### src/rtl/detection_anchor_generator_assert.svh
// ----------------------------------------------------------------------------
// detection_anchor_generator assertion macros
// Shared assertion forms for the anchor generator RTL.
// ----------------------------------------------------------------------------
`ifndef DETECTION_ANCHOR_GENERATOR_ASSERT_SVH
`define DETECTION_ANCHOR_GENERATOR_ASSERT_SVH

// clocked on clk, quiet while rst is high
`define DAG_ASSERT(lbl, prop, msg) \
  lbl: assert property (@(posedge clk) disable iff (rst) prop) else $error(msg);

// clocked on clk, also checked during reset
`define DAG_ASSERT_ALWAYS(lbl, prop, msg) \
  lbl: assert property (@(posedge clk) prop) else $error(msg);

`endif

### src/rtl/dag_pkg.sv
// ----------------------------------------------------------------------------
// dag_pkg
// Types and constants shared by the anchor generator modules.
// ----------------------------------------------------------------------------
`default_nettype none

package dag_pkg;

  localparam int MAX_SCALES_DEF = 4;
  localparam int NUM_SCALE_REGS = 4;

  localparam int RATIO_W  = 16;
  localparam int BASE_W   = 11;
  localparam int NSC_W    = 3;
  localparam int SCALE_W  = 16;
  localparam int CENTER_W = 10;
  localparam int SIZE_W   = 30;
  localparam int DIM_W_W  = 16;
  localparam int DIM_H_W  = 24;
  localparam int CFG_IDX_W  = 3;
  localparam int CFG_DATA_W = 16;

  localparam logic [BASE_W-1:0]  BASE_SIDE_RST  = 11'd16;
  localparam logic [NSC_W-1:0]   NUM_SCALES_RST = 3'd3;
  localparam logic [SCALE_W-1:0] SCALE0_RST     = 16'd2048;
  localparam logic [SCALE_W-1:0] SCALE1_RST     = 16'd4096;
  localparam logic [SCALE_W-1:0] SCALE2_RST     = 16'd8192;
  localparam logic [SCALE_W-1:0] SCALE3_RST     = 16'd256;

  typedef enum logic [CFG_IDX_W-1:0] {
    REG_BASE_SIDE  = 3'd0,
    REG_NUM_SCALES = 3'd1,
    REG_SCALE_0    = 3'd2,
    REG_SCALE_1    = 3'd3,
    REG_SCALE_2    = 3'd4,
    REG_SCALE_3    = 3'd5
  } cfg_reg_t;

  // integer width and height of the ratio-adjusted base anchor
  typedef struct packed {
    logic [DIM_W_W-1:0] w;
    logic [DIM_H_W-1:0] h;
  } anchor_dim_t;

endpackage

`default_nettype wire

### src/rtl/dag_queue.sv
// ----------------------------------------------------------------------------
// dag_queue
// Short queue between the ratio pipeline and the anchor emitter.
// ----------------------------------------------------------------------------
`default_nettype none

module dag_queue #(
  parameter int DEPTH = 4
) (
  input  wire logic                 clk,
  input  wire logic                 rst,
  input  wire logic                 push,
  output logic                      full,
  input  dag_pkg::anchor_dim_t      wdata,
  input  wire logic                 pop,
  output logic                      empty,
  output dag_pkg::anchor_dim_t      rdata
);

  `include "detection_anchor_generator_assert.svh"

  localparam int AW = (DEPTH > 1) ? $clog2(DEPTH) : 1;
  localparam int CW = $clog2(DEPTH + 1);

  dag_pkg::anchor_dim_t mem [DEPTH];
  logic [AW-1:0] wp;
  logic [AW-1:0] rp;
  logic [CW-1:0] cnt;
  logic          do_push;
  logic          do_pop;

  assign full    = (cnt == CW'(DEPTH));
  assign empty   = (cnt == '0);
  assign do_push = push && !full;
  assign do_pop  = pop && !empty;
  assign rdata   = mem[rp];

  always_ff @(posedge clk) begin
    if (rst) begin
      wp  <= '0;
      rp  <= '0;
      cnt <= '0;
    end else begin
      if (do_push) begin
        wp <= (wp == AW'(DEPTH - 1)) ? '0 : wp + 1'b1;
      end
      if (do_pop) begin
        rp <= (rp == AW'(DEPTH - 1)) ? '0 : rp + 1'b1;
      end
      if (do_push && !do_pop) begin
        cnt <= cnt + 1'b1;
      end else if (do_pop && !do_push) begin
        cnt <= cnt - 1'b1;
      end
    end
  end

  always_ff @(posedge clk) begin
    if (do_push) begin
      mem[wp] <= wdata;
    end
  end

  `DAG_ASSERT(a_cnt_bound, cnt <= CW'(DEPTH), "queue count beyond depth")
  `DAG_ASSERT(a_cnt_inc, (do_push && !do_pop) |=> cnt == $past(cnt) + 1'b1, "queue count slip")
  `DAG_ASSERT_ALWAYS(a_rst_empty, rst |=> empty, "queue not empty after reset")

endmodule

`default_nettype wire

### config.mk
export PLATFORM = sky130hd
export DESIGN_NAME = dag_queue
export DESIGN_NICKNAME = d
export VERILOG_FILES = /design/src/rtl/dag_pkg.sv /design/src/rtl/dag_queue.sv
export VERILOG_INCLUDE_DIRS = /design/src /design/src/rtl
export SDC_FILE = /design/constraint.sdc
export NUM_CORES = 1
export LEC_CHECK = 0
export BUFFER_PORTS_ARGS = -buffer_cell sky130_fd_sc_hd__buf_2
export CAP_MARGIN = 40
export CORE_UTILIZATION = 40
export DETAILED_ROUTE_END_ITERATION = 10
export SLEW_MARGIN = 30
export SYNTH_ARGS = -nofsm -noshare
export SYNTH_HDL_FRONTEND = slang
export SYNTH_SLANG_ARGS = --single-unit
export TNS_END_PERCENT = 5
### constraint.sdc
create_clock -name clk -period 2.5 [get_ports clk]
set_input_delay 0.5 -clock clk [delete_from_list [all_inputs] [get_ports clk]]
set_output_delay 0.5 -clock clk [all_outputs]
set_load 0.02 [all_outputs]
# Yosys cells after proc, flatten, opt, wreduce, memory -nomap -nowiden
# Memories as Yosys holds them, arrays and structs flattened. A register that Yosys moved wholly into a read port is not among the register bits.
# Cells that the tools add are included.
# W data, S select, Z words.
totals:
  mem_bits_rw: 160
  memories: 1
  in_bits: 44
  output_inout_bits: 42
  register_bits: 7
memory_table:
  columns: ["memory", "words", "width", "rd", "rd_ports_with_merged_regs", "write_ports", "line_no", "rtl"]
  rows:
  - ["mem", 4, 40, 1, 1, 1, "dag_queue.sv:25", "dag_pkg::anchor_dim_t mem [DEPTH];"]
classes:
  add_sub_neg: 4
  n_eq_ne: 3
  reduce_logical: 10
  mux: 8
ops:
  columns: ["operator", "count"]
  rows:
  - ["$mux W2", 4]
  - ["$mux W3", 2]
  - ["$add A2 B1 Y2 const B", 2]
  - ["$eq A2 B2 Y1 const B", 2]
  - ["$logic_and A1 B1 Y1", 4]
  - ["$logic_not A1 Y1", 4]
  - ["$add A3 B1 Y3 const B", 1]
  - ["$eq A3 B3 Y1 const B", 1]
  - ["$logic_not A3 Y1", 1]
  - ["$sub A3 B1 Y3 const B", 1]
  - ["$mux W1", 2]
  - ["$reduce_bool A2 Y1", 1]

# Logic depth before layout (Yosys ltp)
logic_depth:
  ltp_word: 7
  depth_mapped: 10

# Worst setup path after synthesis
# Ideal clock, no wire load.
synth_timing:
  kind: "flip-flop to flip-flop"
  from: "register cnt[0]"
  to: "register cnt[2]"
  required_time_ns: 2.430
  arrival_time_ns: 2.037
  path_stages_with_launch: 11
  slack_ns: 0.393
  synth_period_minus_slack_ns: 2.107
  path_cell_list: "dfxtp_1 > or3b_1 > buf_6 > clkinv_4 > nor2_2 > ha_1 > inv_1 > fa_1 > xor2_1 > or3_1 > a21oi_1"
synth_via:
  elab_chain_cells: 6
  word_cells_on_any_way: 15
  classes_between: "add/sub (2); eq/ne (1); mux (2); reduce/logical (10)"
synth_rtl:
  columns: ["element", "line_no", "rtl"]
  rows:
  - ["start, declared", "dag_queue.sv:28", "logic [CW-1:0] cnt;"]
  - ["start signal, assigned", "dag_queue.sv:51", "cnt <= cnt + 1'b1;"]
  - ["start signal, assigned", "dag_queue.sv:53", "cnt <= cnt - 1'b1;"]
  - ["$eq A3 B3 Y1 *", "dag_queue.sv:32", "assign full = (cnt == CW'(DEPTH));"]
  - ["via full", "dag_queue.sv:13", "output logic full,"]
  - ["$logic_not A1 Y1 *", "dag_queue.sv:34", "assign do_push = push && !full;"]
  - ["$logic_and A1 B1 Y1 *", "dag_queue.sv:34", null]
  - ["via do_push", "dag_queue.sv:29", "logic do_push;"]
  - ["$logic_not A1 Y1", "dag_queue.sv:52", "end else if (do_pop && !do_push) begin"]
  - ["$logic_and A1 B1 Y1", "dag_queue.sv:52", null]
  - ["$reduce_bool A2 Y1 (no line)", null, null]
# The timed path passes the listed nets; every way through them passes the cells marked *. The select of a mux whose other input is x is not followed.
# A chain may end at the register's enable or synchronous reset.

==> run_results.csv <==
group,metric,value,unit
timing,clock.fmax,417,MHz
timing,period_minus_slack,2.40,ns
global_route,grt_pass1_vias,3075,
yosys,synth_top_area_share,76.8,%
global_route,antenna_found_initial,2,
timing,finalHoldViolations,0,
yosys,syn_inst,259,
layout,nNetsFinal,414,
route,drt-total-wl,11000,µm
yosys,syn_area_per_cell,24.2,µm²
floorplanning,die_w,127,µm
timing,setup_tns,0,ns
yosys,yosysWarnings,0,
route,drt-vias-per-instance,4.88,
flow_run,maxCapViolations,0,
yosys,ys_types,26,
floorplanning,initial_core_util,41.0,%
setup_path,cp.arrival,1.90,ns
power,cellLeakagePower,2.58,nW
layout,area_delta_synth_final,21.6,%
global_route,grt_max_degree,37,
floorplanning,die_y,127,µm
route,wire_per_inst,18.8,µm
clock_tree,clockBufferDepth,2,
floorplanning,io_pins,86,
yosys,async_flop_share,0,%
route,dr.first_iter.drc_count,188,
route,top_layer,"met4",
power,p_comb_share,22.7,%
power,irDropWorstVdd,0.000514,V
timing,finalCritPeriodShare,96.0,%
yosys,synth_area_leaders,"edfxtp_1 77%, mux4_2 14%, dfxtp_1 2.9%, ha_1 1.2%, buf_4 0.48%",
clock_tree,numCtsBuffers,17,
clock_tree,post_cts_buffers,0,
timing,grt_setup_unrepaired,"no",
yosys,synth_edf_count,160,
status,status,"completed",
hold_path,hold_path.class,"input pin to register",
layout,stdcell_area,7610,µm²
yosys,yosysSeqAreaShare,79.7,%
timing,slew_viol_final,0,
setup_path,cp_max_fo,12,
power,p_clk_share,32.1,%
yosys,synthesis.area,6260,µm²
floorplanning,num_rows,45,
yosys,synth_top_area_cell,"edfxtp_1",
route,num_vias,2868,
global_route,overflow,0,
timing,slew_headroom,61.6,%
clock_tree,cts.sinks,169,
clock_tree,cts_tree,"yes",
route,dr.pass1.iters,4,
yosys,yosys_register_bits,169,
setup_path,critPathRequiredTime,2.00,ns
floorplanning,die_area,16100,µm²
power,p_seq_share,45.2,%
place,dp_hpwl,6660,µm
route,met1_length,5060,µm
power,p_sw_share,27.8,%
yosys,yosysMostFrequentCell,"edfxtp_1",
global_route,grt_pass1_wl,17000,µm
yosys,synth_nets,310,
power,power_density,1040,nW/µm²
place,globalplace.congestion,0.644,
clock_tree,cts_root_buffer,"clkbuf_16",
setup_path,critical_path_class,"register to output pin",
layout,drive_above_1_share,47.6,%
global_route,grtUsageTotal,14.9,%
setup_path,cp-start-kind,"register",
clock_tree,clkTransAtPathRegs,0.06,ns
power,p_sw,2.19,mW
timing,tightestPinTransition,0.575,ns
place,postPlaceCellArea,7030,µm²
power,power.internal,5.69,mW
floorplanning,core_area,15300,µm²
setup_path,crit_path_end_kind,"output pin",
route,drc_errors,0,
yosys,synth-main-ff-cell,"edfxtp_1",
route,dr_wl_met2,5220,µm
timing,setup_violations,0,
place,placement.io_buffers,85,
timing,skew,0.00552,ns
route,wl_met3,533,µm
route,drtAntennaViolNets,0,
clock_tree,htreeDepth,4,
yosys,synth_commonest_cells,"160 x edfxtp_1, 40 x mux4_2, 9 x dfxtp_1",
clock_tree,clock_latency,0.42,ns
worst max-delay path, stage by stage, from the launching register on:
cell	delay, ns
dfxtp_4	0.50
buf_4	0.25
mux4_2	0.54
buf_2	0.18
flip-flops by register name (all words and copies together) (netlist names), named ones only:
register / flops
wp: 2
mem: 160
rp: 2
cnt: 3
routing by layer:
metal	up-vias	track usage (%)
met4	0	6.58
li1	1293	-
met2	74	23.0
met5	-	0
met1	1482	19.1
met3	19	5.32
kinds of logic after synthesis:
group                    synth area share [%]
AO/OA/AOI/OAI                           0.800
XOR/XNOR                                0.280
adder cells (fa/ha/maj)                  1.52
buffers and inverters                    1.62
flip-flops                               79.7
multiplexers                             14.7
AND/OR/NAND/NOR                          1.40
per-stage QoR:
step	total power, mW	utilization [%]	std cells	worst slack, ns	hold slack [ns]
after detailed placement	5.46	46.0	555	0.193	0.493
after floorplan	4.82	-	259	0.393	0.463
final	7.88	49.9	588	0.100	0.292
after CTS	7.99	49.8	587	0.0262	0.267
after global placement	5.41	46.0	555	0.276	0.464
after global routing	8.21	49.9	588	0.00271	0.272
power groups by stage:
stage | sequential [mW] | clock (mW) | combinational (mW)
2_1_floorplan | 3.55 | 0 | 1.27
6_report | 3.56 | 2.53 | 1.79
5_1_grt | 3.60 | 2.69 | 1.92
3_5_place_dp | 3.63 | 0 | 1.83
3_3_place_gp | 3.61 | 0 | 1.80
4_1_cts | 3.57 | 2.60 | 1.82
area by class of cell:
type                    instances  area, µm²
multi-input cells              74       1180
clock inverters                14        150
repair buffers                 96        558
inverters                       5       37.5
fillers                      1232       7650
clock buffers                  18        429
well taps                     211        264
diodes                          1       2.50
flip-flops and latches        169       4990
placed cells by master, fill, tap and decap left out, types with 2 or more instances in the layout:
cell type	instances
mux4_2	40
inv_1	3
or3_1	2
edfxtp_1	160
nor3_1	2
dfxtp_1	7
bufinv_16	2
clkinv_2	2
buf_12	4
clkbuf_16	17
clkinv_4	3
buf_2	85
and3_2	4
buf_4	7
ha_1	6
nor2_1	3
a21oi_1	3
mux2i_1	2
o31ai_2	2
nand3_1	2
xor2_1	2
inv_6	2
clkinvlp_4	6
final timing paths:
path	start	end	slack, ns	cells past startpoint
setup / recovery	register	rdata[27]	0.10	3
hold / removal	wdata[14]	mem[0][14]	0.29	1
setup reg to reg	cnt[1]	cnt[2]	0.28	7
hold reg to reg	rp[0]	register	0.50	2
repair_timing:
item / 4_1_cts / 5_1_grt
endpoints found under the setup margin: 0 / 1
hold buffers: 0 / 0
gates resized for setup: 0 / 1
Power figures use the tool's default switching activity.
