## src/rtl/detection_anchor_generator_assert.svh

```systemverilog
// ----------------------------------------------------------------------------
// detection_anchor_generator assertion macros
// Shared assertion forms for the anchor generator RTL.
// ----------------------------------------------------------------------------
`ifndef DETECTION_ANCHOR_GENERATOR_ASSERT_SVH
`define DETECTION_ANCHOR_GENERATOR_ASSERT_SVH

// clocked on clk, quiet while rst is high
`define DAG_ASSERT(lbl, prop, msg) \
  lbl: assert property (@(posedge clk) disable iff (rst) prop) else $error(msg);

// clocked on clk, also checked during reset
`define DAG_ASSERT_ALWAYS(lbl, prop, msg) \
  lbl: assert property (@(posedge clk) prop) else $error(msg);

`endif

```

## src/rtl/dag_pkg.sv

```systemverilog
// ----------------------------------------------------------------------------
// dag_pkg
// Types and constants shared by the anchor generator modules.
// ----------------------------------------------------------------------------
`default_nettype none

package dag_pkg;

  localparam int MAX_SCALES_DEF = 4;
  localparam int NUM_SCALE_REGS = 4;

  localparam int RATIO_W  = 16;
  localparam int BASE_W   = 11;
  localparam int NSC_W    = 3;
  localparam int SCALE_W  = 16;
  localparam int CENTER_W = 10;
  localparam int SIZE_W   = 30;
  localparam int DIM_W_W  = 16;
  localparam int DIM_H_W  = 24;
  localparam int CFG_IDX_W  = 3;
  localparam int CFG_DATA_W = 16;

  localparam logic [BASE_W-1:0]  BASE_SIDE_RST  = 11'd16;
  localparam logic [NSC_W-1:0]   NUM_SCALES_RST = 3'd3;
  localparam logic [SCALE_W-1:0] SCALE0_RST     = 16'd2048;
  localparam logic [SCALE_W-1:0] SCALE1_RST     = 16'd4096;
  localparam logic [SCALE_W-1:0] SCALE2_RST     = 16'd8192;
  localparam logic [SCALE_W-1:0] SCALE3_RST     = 16'd256;

  typedef enum logic [CFG_IDX_W-1:0] {
    REG_BASE_SIDE  = 3'd0,
    REG_NUM_SCALES = 3'd1,
    REG_SCALE_0    = 3'd2,
    REG_SCALE_1    = 3'd3,
    REG_SCALE_2    = 3'd4,
    REG_SCALE_3    = 3'd5
  } cfg_reg_t;

  // integer width and height of the ratio-adjusted base anchor
  typedef struct packed {
    logic [DIM_W_W-1:0] w;
    logic [DIM_H_W-1:0] h;
  } anchor_dim_t;

endpackage

`default_nettype wire

```

## src/rtl/dag_front.sv

```systemverilog
// ----------------------------------------------------------------------------
// dag_front
// Ratio pipeline: area / ratio (6 stages), square root (3 stages), w and h.
// ----------------------------------------------------------------------------
`default_nettype none

module dag_front (
  input  wire logic                          clk,
  input  wire logic                          rst,
  input  wire logic                          push,
  output logic                               full,
  input  wire logic [dag_pkg::RATIO_W-1:0]   ratio,
  input  wire logic [dag_pkg::BASE_W-1:0]    base_side,
  output logic                               dim_valid,
  input  wire logic                          dim_ready,
  output dag_pkg::anchor_dim_t               dim
);

  `include "detection_anchor_generator_assert.svh"

  localparam int NDIV = 6;
  localparam int NSQ  = 3;
  localparam int NST  = NDIV + NSQ + 1;

  typedef struct packed {
    logic [15:0] d;
    logic [25:0] rem;
    logic [47:0] x;
    logic [47:0] acc;
  } stg_t;

  // restoring division, eight quotient bits
  function automatic stg_t div8(stg_t s);
    stg_t o;
    logic [16:0] t;
    o = s;
    for (int i = 0; i < 8; i++) begin
      t = {o.rem[15:0], o.x[47]};
      o.x = {o.x[46:0], 1'b0};
      if (t >= {1'b0, o.d}) begin
        o.rem = 26'(t - {1'b0, o.d});
        o.acc = {o.acc[46:0], 1'b1};
      end else begin
        o.rem = 26'(t);
        o.acc = {o.acc[46:0], 1'b0};
      end
    end
    return o;
  endfunction

  // digit-by-digit square root, eight root bits
  function automatic stg_t sqrt8(stg_t s);
    stg_t o;
    logic [27:0] t;
    logic [27:0] trial;
    o = s;
    for (int i = 0; i < 8; i++) begin
      t = {o.rem, o.x[47:46]};
      trial = {2'b00, o.acc[23:0], 2'b01};
      o.x = {o.x[45:0], 2'b00};
      if (t >= trial) begin
        o.rem = 26'(t - trial);
        o.acc = {o.acc[46:0], 1'b1};
      end else begin
        o.rem = 26'(t);
        o.acc = {o.acc[46:0], 1'b0};
      end
    end
    return o;
  endfunction

  function automatic stg_t seed(stg_t s);
    stg_t o;
    o.d = s.d;
    o.rem = '0;
    o.x = s.acc;
    o.acc = '0;
    return o;
  endfunction

  stg_t           st  [NST];
  stg_t           nxt [NST];
  logic [NST-1:0] vld;
  logic           wv;
  logic [15:0]    w;
  logic [15:0]    wd;
  logic           adv;
  logic [21:0]    area;
  logic [15:0]    dfix;
  logic [24:0]    rsum;
  logic [31:0]    hp;
  logic [32:0]    hs;

  assign adv  = !wv || dim_ready;
  assign full = !adv;

  assign area = {11'b0, base_side} * {11'b0, base_side};
  assign dfix = (ratio == '0) ? 16'd1 : ratio;

  assign nxt[0] = {dfix, 26'b0, {2'b00, area, 24'b0}, 48'b0};

  for (genvar j = 1; j < NST; j++) begin : g_stage
    if (j <= NDIV) begin : g_div
      assign nxt[j] = div8(st[j-1]);
    end else if (j == NDIV + 1) begin : g_sq0
      assign nxt[j] = sqrt8(seed(st[j-1]));
    end else begin : g_sq
      assign nxt[j] = sqrt8(st[j-1]);
    end
  end

  assign rsum = {1'b0, st[NST-1].acc[23:0]} + 25'd128;

  always_ff @(posedge clk) begin
    if (rst) begin
      vld <= '0;
      wv  <= 1'b0;
    end else if (adv) begin
      vld <= {vld[NST-2:0], push};
      wv  <= vld[NST-1];
    end
  end

  always_ff @(posedge clk) begin
    if (adv) begin
      for (int j = 0; j < NST; j++) begin
        st[j] <= nxt[j];
      end
      w  <= rsum[23:8];
      wd <= st[NST-1].d;
    end
  end

  assign hp = {16'b0, w} * {16'b0, wd};
  assign hs = {1'b0, hp} + 33'd128;

  assign dim_valid = wv;
  assign dim.w     = w;
  assign dim.h     = hs[31:8];

  `DAG_ASSERT(a_stall_holds, (wv && !dim_ready) |=> wv, "front lost a word while stalled")

endmodule

`default_nettype wire

```

## config.mk

```make
export PLATFORM = sky130hd
export DESIGN_NAME = dag_front
export DESIGN_NICKNAME = d
export VERILOG_FILES = /design/src/rtl/dag_pkg.sv /design/src/rtl/dag_front.sv
export VERILOG_INCLUDE_DIRS = /design/src /design/src/rtl
export SDC_FILE = /design/constraint.sdc
export NUM_CORES = 2
export LEC_CHECK = 0
export ABC_AREA = 1
export BUFFER_PORTS_ARGS = -buffer_cell sky130_fd_sc_hd__buf_4
export CAP_MARGIN = 25
export CELL_PAD_IN_SITES_DETAIL_PLACEMENT = 1
export CELL_PAD_IN_SITES_GLOBAL_PLACEMENT = 2
export CORE_MARGIN = 10
export CORE_UTILIZATION = 35
export DETAILED_ROUTE_END_ITERATION = 8
export GPL_TIMING_DRIVEN = 0
export PLACE_DENSITY = 0.73
export SLEW_MARGIN = 20
export SYNTH_ARGS = -nofsm -noshare
export SYNTH_HDL_FRONTEND = slang
export SYNTH_SLANG_ARGS = --single-unit
```

## constraint.sdc

```tcl
create_clock -name clk -period 27.7 [get_ports clk]
set_input_delay 1.385 -clock clk [delete_from_list [all_inputs] [get_ports clk]]
set_output_delay 1.385 -clock clk [all_outputs]
set_load 0.03 [all_outputs]
```

Yosys cells after proc, flatten, opt, wreduce, memory -nomap -nowiden. Memory sizes are Yosys's and may differ from the RTL's. Cells that the tools add are included.

Magnitude comparators: 72. Multiply operators: 2. Mux-type cells: 147. Bitwise gates (word level): 0. Add/sub/neg operators: 74. Equal/unequal tests: 0. Shift operators: 0. Reduce and logical (&&, ||, !) cells: 4. Div/mod/pow operators: 0.

Operators by type and width (count): $ge A17 B16 Y1 (48); $mux W26 (30); $mux W16 (43); $sub A16 B16 Y16 (42); $ge A28 B26 Y1 (16); $sub A26 B26 Y26 (16); $sub A17 B16 Y18 (6); $mux W1 (74); $add A32 B8 Y32 const B (1); $mul A16 B16 Y32 (1); $ge A28 B3 Y1 (1); $ge A28 B4 Y1 (1); $ge A28 B5 Y1 (1); $ge A28 B6 Y1 (1); $ge A28 B7 Y1 (1); $ge A28 B8 Y1 (1); $ge A28 B9 Y1 (1); $sub A26 B3 Y26 (1); $sub A26 B4 Y26 (1); $sub A26 B5 Y26 (1); $sub A26 B6 Y26 (1); $sub A26 B7 Y26 (1); $sub A26 B8 Y26 (1); $sub A26 B9 Y26 (1); 7 further kinds (8).

Word-level logic and storage cells: 304. ROM bits: 0. Bits in latches: 0. Flip-flop bits (word level): 43. Output and inout port bits: 42. Memories kept: 1. RAM bits: 1300. Input port bits: 31.

Memories: st (depth 10, bits a word 130, read ports 10, clocked after memory_dff 0, wr ports 10, RTL line dag_front.sv:81) `stg_t st [NST];`.

Logic depth before layout (Yosys ltp). An unclocked memory read counts as a cell.

Depth in word-level cells: 17. Depth in mapped cells: 188. Gate-level depth less buffers: 177.

Worst setup path before layout. No wires, ideal clock.

Path kind: register -> register. From: mem st[1][115] in the netlist's numbering. To: mem st[2][88] in the netlist's numbering, data pin. Buffers on the path: 14. Data arrival time: 25.120 ns. Setup slack: 2.315 ns. Setup time: 0.265 ns. Stages on the path, launching flop included: 181. Clock period less this slack: 25.385 ns. Data required time: 27.435 ns. Cell sequence: edfxtp_1 inv_1 ha_1 nand3_1 nand2_1 a21oi_1 o21bai_1 a21oi_1 o21bai_1 a21oi_1 o21bai_1 a21oi_1 o21bai_1 a21oi_1 o21bai_1 nand2_1 nand2_1 a21oi_1 (+145 left out) nand2_1 o21ai_0 fa_1 inv_1 o21ai_0 a21oi_1 o21ai_0 a221o_1 nand3_1 nand2_1 nand2_1 nand2_1 a211o_1 a21oi_1 nand2_1 inv_1 clkbuf_1 o21ai_0.

RTL lines (RTL line): from (decl) (dag_front.sv:81).

==> metrics.txt <==
Area after DPL 76930 µm²; Clock Path Buffers 3; CTS root buffer clkbuf_16; peak fanout along the critical path 11; Die Span X 475.7 µm; multiplexer area fraction after synthesis 0.07403%; synthesized area 72670 µm²; R2R Setup Slk 1.66 ns; Mapped Avg Cell Area 7.394 µm²; # DRC 0; Worst-Margin Slew 0.9708 ns; initial antenna violation count 1; Post-Route Skew 0.07439 ns; total CTS buffers 70; Vias 66700; sequential area share after synthesis 23.44%; final hold slack 0.3820 ns; Placer Congestion 0.8589; Hold Path Cell Cnt 0; Post-Place Cells 12620; fmax 0.03840 GHz; Post-synth EDFFs 560; Wirelength per Cell 19.25 µm; max-cap viol count 0; combinational family with the most area after synthesis simple AND/OR/NAND/NOR gates; IO Pins 73; num rows 167; Critical R2R Launch st[1][119]; largest net degree at the start of global routing 57; Post-Synth XOR/XNOR Area 7.531%; Tmin final 26.04 ns; critical path class reg -> reg; Detailed Route WL 249100 µm; Synth Area in Compound Gates 13.23%; 1st-pass router iterations 5; fillcell total 25530; slew margin rel. 35.28%; top-area cell type share of the netlist area 23.14%; share of cells above drive strength 1 10.40%; largest area contributor in the netlist edfxtp_1; Data required, critical path 28.19 ns; dpl ws -5.785 ns; clock sink count 571; Tcrit/Tclk final 94.02%; Max Slew Vio Count 0; count leader, synth nand2_1; Yosys reg bits 571; Mapped Cells 9829; htree depth 3; Starting Density 35.13%; CP max stage delay 0.61 ns; Post-DP HPWL 204900 µm; chip height 475.7 µm; Clock Latency Late Sink 0.74 ns; Area contributors post-synth edfxtp_1, ha_1, nand2_1; Post-Layout Cell Count 12940; CTS clk-pin slew, worst paths 0.06 ns; first-pass GRT wire length 390100 µm; ANT nets after route 0; status complete, no violations; Post-synth ARST share 0%; NumNets Final 11350; die area 226300 µm²; min-delay src st[5][16]; synthesized-area fraction occupied by adder cells 22.46%; Port-buffer cells 72; Final Setup Violations 0; Commonest cells post-synth nand2_1, inv_1, ha_1, a21oi_1, o21ai_0; Critical Path AT 26.53 ns; Final Cell Area 82790 µm²; synthesis-to-finish area growth 13.93%; Final WS setup 1.657 ns; Core ar. 206900 µm²; total gr overflow 0; Most common cell on crit path o21bai_1; Via density 5.154; total track usage 21.47%; post-synth cell types 76; register area 17040 µm²; CTS tree yes; ys flop type edfxtp_1; Iter 0 DRT Violations 2607; slowest CP cell inv_1; Hold Crit Class reg -> reg; worst-case reg-to-reg path depth 175; area of the multi-input gates 50240 µm²; yosys warns 0; hold_buf cts 0; simple-gate share of the synthesized area 24.00%; CP startpoint kind register; vias in the first global route 70240; worst setup path start st[1][119]; Hold Violations, Final 0; CP endpoint kind register
-- layout by cell type, fill, tap and decap left out, types with 87 or more instances in the layout --
| master | n |
|---|---|
| xnor2_1 | 280 |
| inv_1 | 1442 |
| edfxtp_1 | 560 |
| clkbuf_1 | 118 |
| xor2_1 | 343 |
| nand3_1 | 467 |
| nand2_1 | 2366 |
| ha_1 | 829 |
| nor2_1 | 598 |
| a21oi_1 | 606 |
| o21ai_0 | 604 |
| fa_1 | 280 |
| buf_4 | 287 |
| nand4_1 | 148 |
| o21bai_1 | 112 |
| a21oi_2 | 87 |
-- what timing repair did --
action	4_1_cts	5_1_grt
hold endpoints to repair	0	0
endpoints found under the setup margin	71	69
pin swaps	68	176
buffers inserted	83	113
gates cloned	0	1
gates resized for setup	267	427
-- logic make-up after synthesis --
group	count (synthesis)
multiplexers	5
adder cells (fa/ha/maj)	1136
XOR/XNOR	624
buffers and inverters	1740
flip-flops	571
AO/OA/AOI/OAI	1731
AND/OR/NAND/NOR	4021
other	1
-- per-layer routing --
metal	wire, µm	vias up	global-route usage, %	share of wire (%)
met3	5854	242	1.644	2.3
met4	5510	0	4.676	2.2
met5	0	-	0	0
li1	-	33140	-	-
met1	113600	32580	27.69	46
met2	124100	741	38.98	50
-- through the flow --
stage / utilization [%] / setup TNS (ns)
after CTS: 38.98 / 0
after floorplan: - / 0
after detailed placement: 37.19 / -333.00
after global routing: 40.02 / -13.90
after global placement: 37.03 / -282.27
final: 40.02 / 0
-- final cells by class --
type	count	share of cell area, %
clock inverters	47	0.7904
repair inverters	1	0.006045
diodes	2	0.006045
repair buffers	282	2.837
flip-flops and latches	571	20.58
well taps	2704	4.086
plain buffers	222	1.853
clock buffers	78	2.152
multi-input cells	7520	60.69
inverters	1515	7.006
-- flip-flops by register name, indices dropped and copies added, names as in the netlist --
register	cells
st	528
w	16
wd	16
vld	10
dim_valid	1
-- critical path, delay by kind of cell, from the launching register on --
family / cells / cell delay (ns)
AO/OA/AOI/OAI: 105 / 15.05
AND/OR/NAND/NOR: 40 / 4.74
buffers and inverters: 21 / 3.19
adder cells (fa/ha/maj): 8 / 2.12
flip-flops: 1 / 0.41
multiplexers: 1 / 0.33
-- final timing paths --
check | endpoint
hold reg to reg | st[6][24]
setup / recovery | st[2][100]
setup reg to reg | st[2][100]
hold / removal | st[6][24]
Power is left out: the tool's default activity adds up to more than one toggle a clock period on the data nets, which glitch-free logic cannot reach.
