$ cat src/rtl/detection_anchor_generator_assert.svh
// ----------------------------------------------------------------------------
// detection_anchor_generator assertion macros
// Shared assertion forms for the anchor generator RTL.
// ----------------------------------------------------------------------------
`ifndef DETECTION_ANCHOR_GENERATOR_ASSERT_SVH
`define DETECTION_ANCHOR_GENERATOR_ASSERT_SVH

// clocked on clk, quiet while rst is high
`define DAG_ASSERT(lbl, prop, msg) \
  lbl: assert property (@(posedge clk) disable iff (rst) prop) else $error(msg);

// clocked on clk, also checked during reset
`define DAG_ASSERT_ALWAYS(lbl, prop, msg) \
  lbl: assert property (@(posedge clk) prop) else $error(msg);

`endif

$ cat src/rtl/dag_pkg.sv
// ----------------------------------------------------------------------------
// dag_pkg
// Types and constants shared by the anchor generator modules.
// ----------------------------------------------------------------------------
`default_nettype none

package dag_pkg;

  localparam int MAX_SCALES_DEF = 4;
  localparam int NUM_SCALE_REGS = 4;

  localparam int RATIO_W  = 16;
  localparam int BASE_W   = 11;
  localparam int NSC_W    = 3;
  localparam int SCALE_W  = 16;
  localparam int CENTER_W = 10;
  localparam int SIZE_W   = 30;
  localparam int DIM_W_W  = 16;
  localparam int DIM_H_W  = 24;
  localparam int CFG_IDX_W  = 3;
  localparam int CFG_DATA_W = 16;

  localparam logic [BASE_W-1:0]  BASE_SIDE_RST  = 11'd16;
  localparam logic [NSC_W-1:0]   NUM_SCALES_RST = 3'd3;
  localparam logic [SCALE_W-1:0] SCALE0_RST     = 16'd2048;
  localparam logic [SCALE_W-1:0] SCALE1_RST     = 16'd4096;
  localparam logic [SCALE_W-1:0] SCALE2_RST     = 16'd8192;
  localparam logic [SCALE_W-1:0] SCALE3_RST     = 16'd256;

  typedef enum logic [CFG_IDX_W-1:0] {
    REG_BASE_SIDE  = 3'd0,
    REG_NUM_SCALES = 3'd1,
    REG_SCALE_0    = 3'd2,
    REG_SCALE_1    = 3'd3,
    REG_SCALE_2    = 3'd4,
    REG_SCALE_3    = 3'd5
  } cfg_reg_t;

  // integer width and height of the ratio-adjusted base anchor
  typedef struct packed {
    logic [DIM_W_W-1:0] w;
    logic [DIM_H_W-1:0] h;
  } anchor_dim_t;

endpackage

`default_nettype wire

$ cat src/rtl/dag_back.sv
// ----------------------------------------------------------------------------
// dag_back
// Anchor emitter: one scaled anchor per cycle from the queue head, while the result is not held.
// ----------------------------------------------------------------------------
`default_nettype none

module dag_back #(
  parameter int MAX_SCALES = dag_pkg::MAX_SCALES_DEF
) (
  input  wire logic                          clk,
  input  wire logic                          rst,
  input  wire logic                          head_valid,
  input  dag_pkg::anchor_dim_t               head,
  output logic                               head_pop,
  input  wire logic [dag_pkg::BASE_W-1:0]    base_side,
  input  wire logic [dag_pkg::NSC_W-1:0]     num_scales,
  input  wire logic [dag_pkg::SCALE_W-1:0]   scale [dag_pkg::NUM_SCALE_REGS],
  output logic                               empty,
  input  wire logic                          pop,
  output logic [dag_pkg::CENTER_W-1:0]       center_half,
  output logic [dag_pkg::SIZE_W-1:0]         anchor_w,
  output logic [dag_pkg::SIZE_W-1:0]         anchor_h,
  output logic                               last
);

  `include "detection_anchor_generator_assert.svh"

  localparam int KW = (MAX_SCALES > 1) ? $clog2(MAX_SCALES) : 1;
  localparam int NW = $clog2(MAX_SCALES + 1);

  logic          ov;
  logic [KW-1:0] k;
  logic [NW-1:0] n;
  logic          load;
  logic          emit;
  logic          is_last;
  logic [15:0]   sc;
  logic [31:0]   pw;
  logic [39:0]   ph;
  logic [dag_pkg::BASE_W-1:0]   bm1;
  logic [dag_pkg::CENTER_W-1:0] center;

  assign n = (num_scales > dag_pkg::NSC_W'(MAX_SCALES)) ? NW'(MAX_SCALES)
                                                         : NW'(num_scales);
  assign load    = !ov || pop;
  assign emit    = head_valid && load && (n != '0);
  assign is_last = (NW'(k) + 1'b1) == n;
  // zero scale count: drop the word without output
  assign head_pop = head_valid && load && ((n == '0) || is_last);

  assign sc = scale[2'(k)];
  assign pw = {16'b0, head.w} * {16'b0, sc};
  assign ph = {16'b0, head.h} * {24'b0, sc};

  assign bm1 = base_side - 1'b1;
  always_comb begin
    if (base_side == '0) begin
      center = '0;
    end else if (bm1[10]) begin
      center = '1;
    end else begin
      center = bm1[9:0];
    end
  end

  always_ff @(posedge clk) begin
    if (rst) begin
      ov <= 1'b0;
      k  <= '0;
    end else begin
      if (load) begin
        ov <= emit;
      end
      if (emit) begin
        k <= is_last ? '0 : k + 1'b1;
      end
    end
  end

  always_ff @(posedge clk) begin
    if (emit) begin
      center_half <= center;
      anchor_w    <= (pw[31:30] != '0) ? '1 : pw[29:0];
      anchor_h    <= (ph[39:30] != '0) ? '1 : ph[29:0];
      last        <= is_last;
    end
  end

  assign empty = !ov;

  `DAG_ASSERT(a_k_wrap, (emit && is_last) |=> k == '0, "scale index did not wrap")
  `DAG_ASSERT(a_pop_held, (ov && !pop) |=> ov && $stable(anchor_w), "result changed while held")

endmodule

`default_nettype wire

$ cat config.mk
export PLATFORM = sky130hd
export DESIGN_NAME = dag_back
export DESIGN_NICKNAME = d
export VERILOG_FILES = /design/src/rtl/dag_pkg.sv /design/src/rtl/dag_back.sv
export VERILOG_INCLUDE_DIRS = /design/src /design/src/rtl
export SDC_FILE = /design/constraint.sdc
export NUM_CORES = 2
export LEC_CHECK = 0
export BUFFER_PORTS_ARGS = -buffer_cell sky130_fd_sc_hd__buf_4
export CAP_MARGIN = 5
export CELL_PAD_IN_SITES_DETAIL_PLACEMENT = 1
export CELL_PAD_IN_SITES_GLOBAL_PLACEMENT = 1
export CORE_ASPECT_RATIO = 0.75
export CORE_UTILIZATION = 53
export DETAILED_ROUTE_END_ITERATION = 6
export PLACE_DENSITY_LB_ADDON = 0.3
export REMOVE_ABC_BUFFERS = 1
export SETUP_SLACK_MARGIN = 0.2
export SLEW_MARGIN = 20
export SYNTH_ARGS = -nofsm -noshare
export SYNTH_HDL_FRONTEND = slang
export SYNTH_SLANG_ARGS = --single-unit
$ cat constraint.sdc
create_clock -name clk -period 23.3 [get_ports clk]
set_input_delay 2.33 -clock clk [delete_from_list [all_inputs] [get_ports clk]]
set_output_delay 2.33 -clock clk [all_outputs]
set_load 0.03 [all_outputs]
* After elaboration in Yosys (flattened, before gate mapping) *
Cells that the tools add are included.

operators by class
  eq/ne operators = 1
  muxes and demuxes = 6
  bitwise gates (word level) = 1
  multiply operators = 2
  magnitude comparators = 2
  reductions and logical operators = 11
  add/subtract/negate cells = 3

operators by type and width
  operator               number
  $mul 24x16->40         1
  $bmux 16 s2            1
  $mul 16x16->32         1
  $mux 16                2
  $logic_not 11->1       1
  $sub 11x1->11 const B  1
  $mux 10                1
  $reduce_bool 10->1     1
  $add 2x1->3 const B    1
  $eq 3x3->1             1
  $ge 3x3->1 const B     1
  $gt 3x3->1 const B     1
  $logic_and 1x1->1      3
  $logic_not 3->1        1
  $mux 3                 1
  $not 2->3              1
  $reduce_bool 3->1      1
  $add 2x1->2 const B    1
  $logic_or 1x1->1       2
  $mux 2                 1
  $reduce_bool 2->1      1
  $logic_not 1->1        1

storage, ports and cells
  bits of input ports = 122
  output and inout port bits = 73
  logic and storage cells = 32
  flip-flop bits (word level) = 74

* Depth between registers and ports, before layout *
  depth in word-level cells = 6
  depth in mapped cells = 29
  gate-level depth less buffers = 24

* Least setup slack after synthesis *
Ideal clock, no wire load.

  path kind = input -> register
  start point = input scale[4] (netlist name)
  end point = register anchor_h[1] (netlist name), data pin
  data arrival time = 8.490 ns
  setup time = 0.271 ns
  buffers on the path = 3
  required time = 23.029 ns
  slack = 14.540 ns
  stages = 25
  path through = mux4_2 > clkbuf_1 > and2_1 > fa_1 > inv_1 > fa_1 > fa_1 > inv_1 > fa_1 > fa_1 > inv_1 > fa_1 > inv_1 > ha_1 > clkbuf_1 > nand3_1 > nor3_1 > nand3_1 > a311oi_1 > nor2_1 > o31ai_1 > xnor2_1 > o2111a_1 > clkbuf_1 > nand4b_1

between the ends
  cells in the longest elaborated chain, start to end = 5

RTL lines
  item                                         line            text
  start: declaration                           dag_back.sv:17  input wire logic [dag_pkg::SCALE_W-1:0] scale [dag_pkg::NUM_SCALE_REGS],
  $bmux 16 s2                                  dag_back.sv:51  assign sc = scale[2'(k)];
  $mux 16 (not written as such) (2 in series)  dag_back.sv:51
  $mul 24x16->40                               dag_back.sv:53  assign ph = {16'b0, head.h} * {24'b0, sc};
  $reduce_bool 10->1                           dag_back.sv:84  anchor_h <= (ph[39:30] != '0) ? '1 : ph[29:0];
  end signal: assignment                       dag_back.sv:84
  end: declaration                             dag_back.sv:22  output logic [dag_pkg::SIZE_W-1:0] anchor_h,

Every way passes these cells. The select of a mux whose other input is x is not followed.
A chain may end at the register's enable or synchronous reset.

* Final worst setup path *
  start point = input scale[17] (netlist name)
  end point = register anchor_h[16] (netlist name), data pin

between the ends
  cells in the longest elaborated chain, start to end = 5

RTL lines
  item                                             line
  $bmux 16 s2 (*)                                  dag_back.sv:51
  $mux 16 (not written as such) (*) (2 in series)  dag_back.sv:51
  $mul 24x16->40 (*)                               dag_back.sv:53
  $reduce_bool 10->1                               dag_back.sv:84

Mark *: on every way between the ends. The rest lies on a longest branch, timed or not. The select of a mux whose other input is x is not followed.

==> summary by stage <==
Status
The flow ran to the end, and the final reports show no timing, DRC or antenna violations.

CTS
The total number of H-tree levels is 3. CTS saw 74 sinks. Once the clock tree was built, the resizer swapped 0 gates to a different size.

The CTS tree is done. In this run the clock root is driven by a clkbuf_16. The number of clock buffers inserted by TritonCTS is 9.

In this run, post-CTS hold repair placed 0 buffers. The clock-pin slew reported for the worst setup and hold paths after clock tree synthesis is 0.06 ns. In this run the deepest clock path goes through 2 buffers. Buffers added to address setup during post-CTS repair amount to 0. At the later pin of the worst-skew pair, clock insertion delay measures 0.39 ns.

Detailed routing
The DRC marker count from the first detailed-route iteration is 1122. After detailed routing, the total wire length is 75400 um. In the routed layout, each cell is associated on average with a via count of 5.76.

The first detailed-routing pass ran for 5 iterations. The number of vias after detailed routing is 19200. After detailed routing, the average wire length per cell comes to 22.6 um.

The count of nets left with antenna violations once routing finished came out at 0. The number of design rule violations left after detail routing is 0.

Synthesis
The count of yosys warnings during synthesis is 0. The total of flip-flops plus latches after synthesis is 74. The number of distinct library cells after synthesis is 66.

The most used flip-flop cell after synthesis is edfxtp_1. The area share of the leading cell type in the synthesized netlist is 41.2%. The post-synthesis cell area is 24300 sq um. The number of enable flip-flop cells after synthesis is 71.

Synthesis produced a netlist whose cell count is 2654. A synthesized cell averages 9.15 sq um. For this run, asynchronously set or reset flops after synthesis account for 0%. Of all cell types, the one taking the most synthesized area is fa_1. The sequential cell area fraction in the yosys report is 9.03%. By area the synthesized netlist is led by fa_1 41%, ha_1 11%, inv_1 9.0%.

Floorplanning
The site row count is 67. From bottom edge to top edge, the die measures 187 um. The core region is 44900 sq um. For this configuration, the core starts out at a cell density of 54.0%. The full die area is 46700 sq um. The total I/O pin count is 195. In this run the horizontal extent of the chip is 249 um.

Setup path
The data arrival time of the worst path is 10.38 ns. The worst-path maximum fanout is 40. The kind of start point of the critical path is an input port. The worst-case reg-to-reg path depth is 24. Grouping stages by cell kind, the critical path spends the most delay in adder cells. Following the worst setup path forward leads to its endpoint at anchor_h[16]$_SDFFCE_PP1P_. The cell with the largest stage delay on the worst path is mux4_2. Walking the worst path, the cells encountered are buf_4 > mux4_2 > nand2_1 > fa_1 > inv_1 > fa_1 > inv_1 > fa_1 > inv_1 > fa_1 > fa_1 > inv_1 > fa_1 > inv_1 > ha_1 > nand4_1 > nor2b_1 > nand2_1 > a311oi_1 > nor2_1 > o31ai_1 > xnor2_1 > o2111a_1 > nand4_1.

The launch point of the worst reg-to-reg path is k[0]$_SDFFE_PP0P_. The critical path contains buffers and inverters numbering 6 combined. The source of the critical timing path is scale[17]. The setup path with the least slack is of type in -> reg.

The type of element capturing the critical path is a flip-flop. The endpoint of the most critical register-to-register path is anchor_h[16]$_SDFFCE_PP1P_. Data on the critical path is required at its endpoint by 23.37 ns. The cell count along the critical path is 24. The flop-to-flop setup slack is 14.22 ns.

By instance count, the cell type seen most on the critical path is fa_1. The largest stage delay on the critical path is 0.94 ns.

Finish
In the final layout, flip-flops and latches occupy 2190 sq um. The library cells used most frequently in the layout, excluding fill and tap cells, are 584 x inv_1, 500 x fa_1, 413 x nand2_1, 277 x and2_1, 219 x ha_1. The antenna diode count is 0. The proportion of layout cells with a drive suffix above 1 is 10.4%. After filler insertion, the fill cell instance count of the layout stands at 5132.

Leaving out filler cells and counting taps, the final layout contains 3338. The footprint of the multi-input gates is 19400 sq um. The final core utilization is 58.8%. The area growth from synthesis to layout is 8.76%. The net count reported at finish is 3588. The leading cell type in the layout, fill and taps excluded is inv_1.

Global route
For this run the aggregate overflow at the end of global routing stands at 0. The via count of the first global-routing pass is 22800. The pin count of the biggest net entering global routing is 41. The initial antenna violation count is 2.

The overall routing resource usage is 33.8%. The first global-routing pass estimated 122000 um of wire.

Placement
At the end of routability-driven placement, the weighted congestion stood at 0.926. The total placed cells including tap cells is 3321. The estimated wirelength of the detail-placed design is 58700 um. Port buffering added 194 buffers.

Timing
The worst-margin pin slew is 1.12 ns. The final-layout worst hold slack is 0.551 ns. Of the available clock period, the critical path in the final layout requires 44.2%.

The final count of pins violating max slew is 0. Setup repair after global routing left no endpoint under its margin. The count of final hold-check violations is 0. The setup total negative slack is 0 ns.

The tightest slew margin relative to the limit is 25.2%. The time the final worst path needs with I/O delays and setup is 10.31 ns. The worst clock skew is 0.0173 ns. Setup violations remaining at the end of the flow were counted as 0. For this run, the top clock speed supported by timing is 97.0 MHz.

Min path
The worst hold path belongs to the class reg -> reg. The startpoint identified for the worst hold timing path is ov$_SDFFE_PP0N_.

Flow run
The max-cap check violation count is 0.
[layout make-up]
class | instances | share of cell area (%)
inverters | 585 | 8.32
clock buffers | 9 | 0.853
multi-input cells | 1865 | 73.3
well taps | 586 | 2.78
flip-flops and latches | 74 | 8.30
repair buffers | 212 | 6.04
clock inverters | 7 | 0.384
[per-layer routing]
layer / up-vias / global-route usage [%] / share of wire (%) / routed length, um
met3: 160 / 4.84 / 5.6 / 4250
met5: - / 0 / 0.029 / 22
met1: 10200 / 41.2 / 39 / 29700
met2: 623 / 60.2 / 51 / 38600
li1: 8221 / - / - / -
met4: 4 / 14.0 / 3.7 / 2800
[state kept, by name, summed over array words and instances, names as in the netlist]
register and count:
anchor_h 30, anchor_w 30, center_half 10, k 2
last 1, ov 1
[cell families after synthesis]
group           share of synthesized area (%)
xor+xnor                                 2.45
compound gates                           5.46
mux                                      1.61
buf+inv                                  11.3
flops                                    9.03
simple gates                             17.6
fa+ha+maj                                52.5
[worst min-delay path, stage by stage (launching register included)]
cell	delay, ns
dfxtp_1	0.31
nand2b_1	0.11
a21oi_1	0.09
[cells in the mapped netlist, types with 4 or more instances]
master,instances
o31ai_1,5
o211ai_2,4
buf_2,5
nor2_1,32
a31oi_1,9
a21oi_1,70
nand4_1,33
and4_1,7
nor3_1,14
nand2b_1,7
nand2_2,21
nor2b_1,6
edfxtp_1,71
fa_1,500
and3_1,8
ha_1,219
a221oi_1,4
clkbuf_1,119
o21bai_1,11
o2111ai_1,4
xnor2_1,43
or3_1,4
nand2_1,413
o211ai_1,7
a21o_1,24
mux4_2,16
and2_1,277
nand4b_1,5
o21ai_0,30
inv_1,585
nand3_1,17
xor2_1,25
a211oi_1,7
[metrics by stage]
| stage | setup WS [ns] | cell area, sq um |
|---|---|---|
| detailed placement | 12.72 | 26100 |
| finish | 12.99 | 26400 |
| global route | 12.49 | 26400 |
| floorplan | 13.70 | 23700 |
| CTS | 13.12 | 26400 |
| global placement | 13.05 | 26100 |
[worst min path at each step]
stage | endpoint | slack, ns | depth (start not counted)
global placement | ov$_SDFFE_PP0N_ | 0.51 | 2
global route | ov$_SDFFE_PP0N_ | 0.62 | 2
finish | ov$_SDFFE_PP0N_ | 0.55 | 2
CTS | ov$_SDFFE_PP0N_ | 0.56 | 2
detailed placement | ov$_SDFFE_PP0N_ | 0.55 | 2
floorplan | ov$_SDFFE_PP0N_ | 0.49 | 2
Power is left out: the tool's default activity adds up to more than one toggle a clock period on the data nets, which glitch-free logic cannot reach.
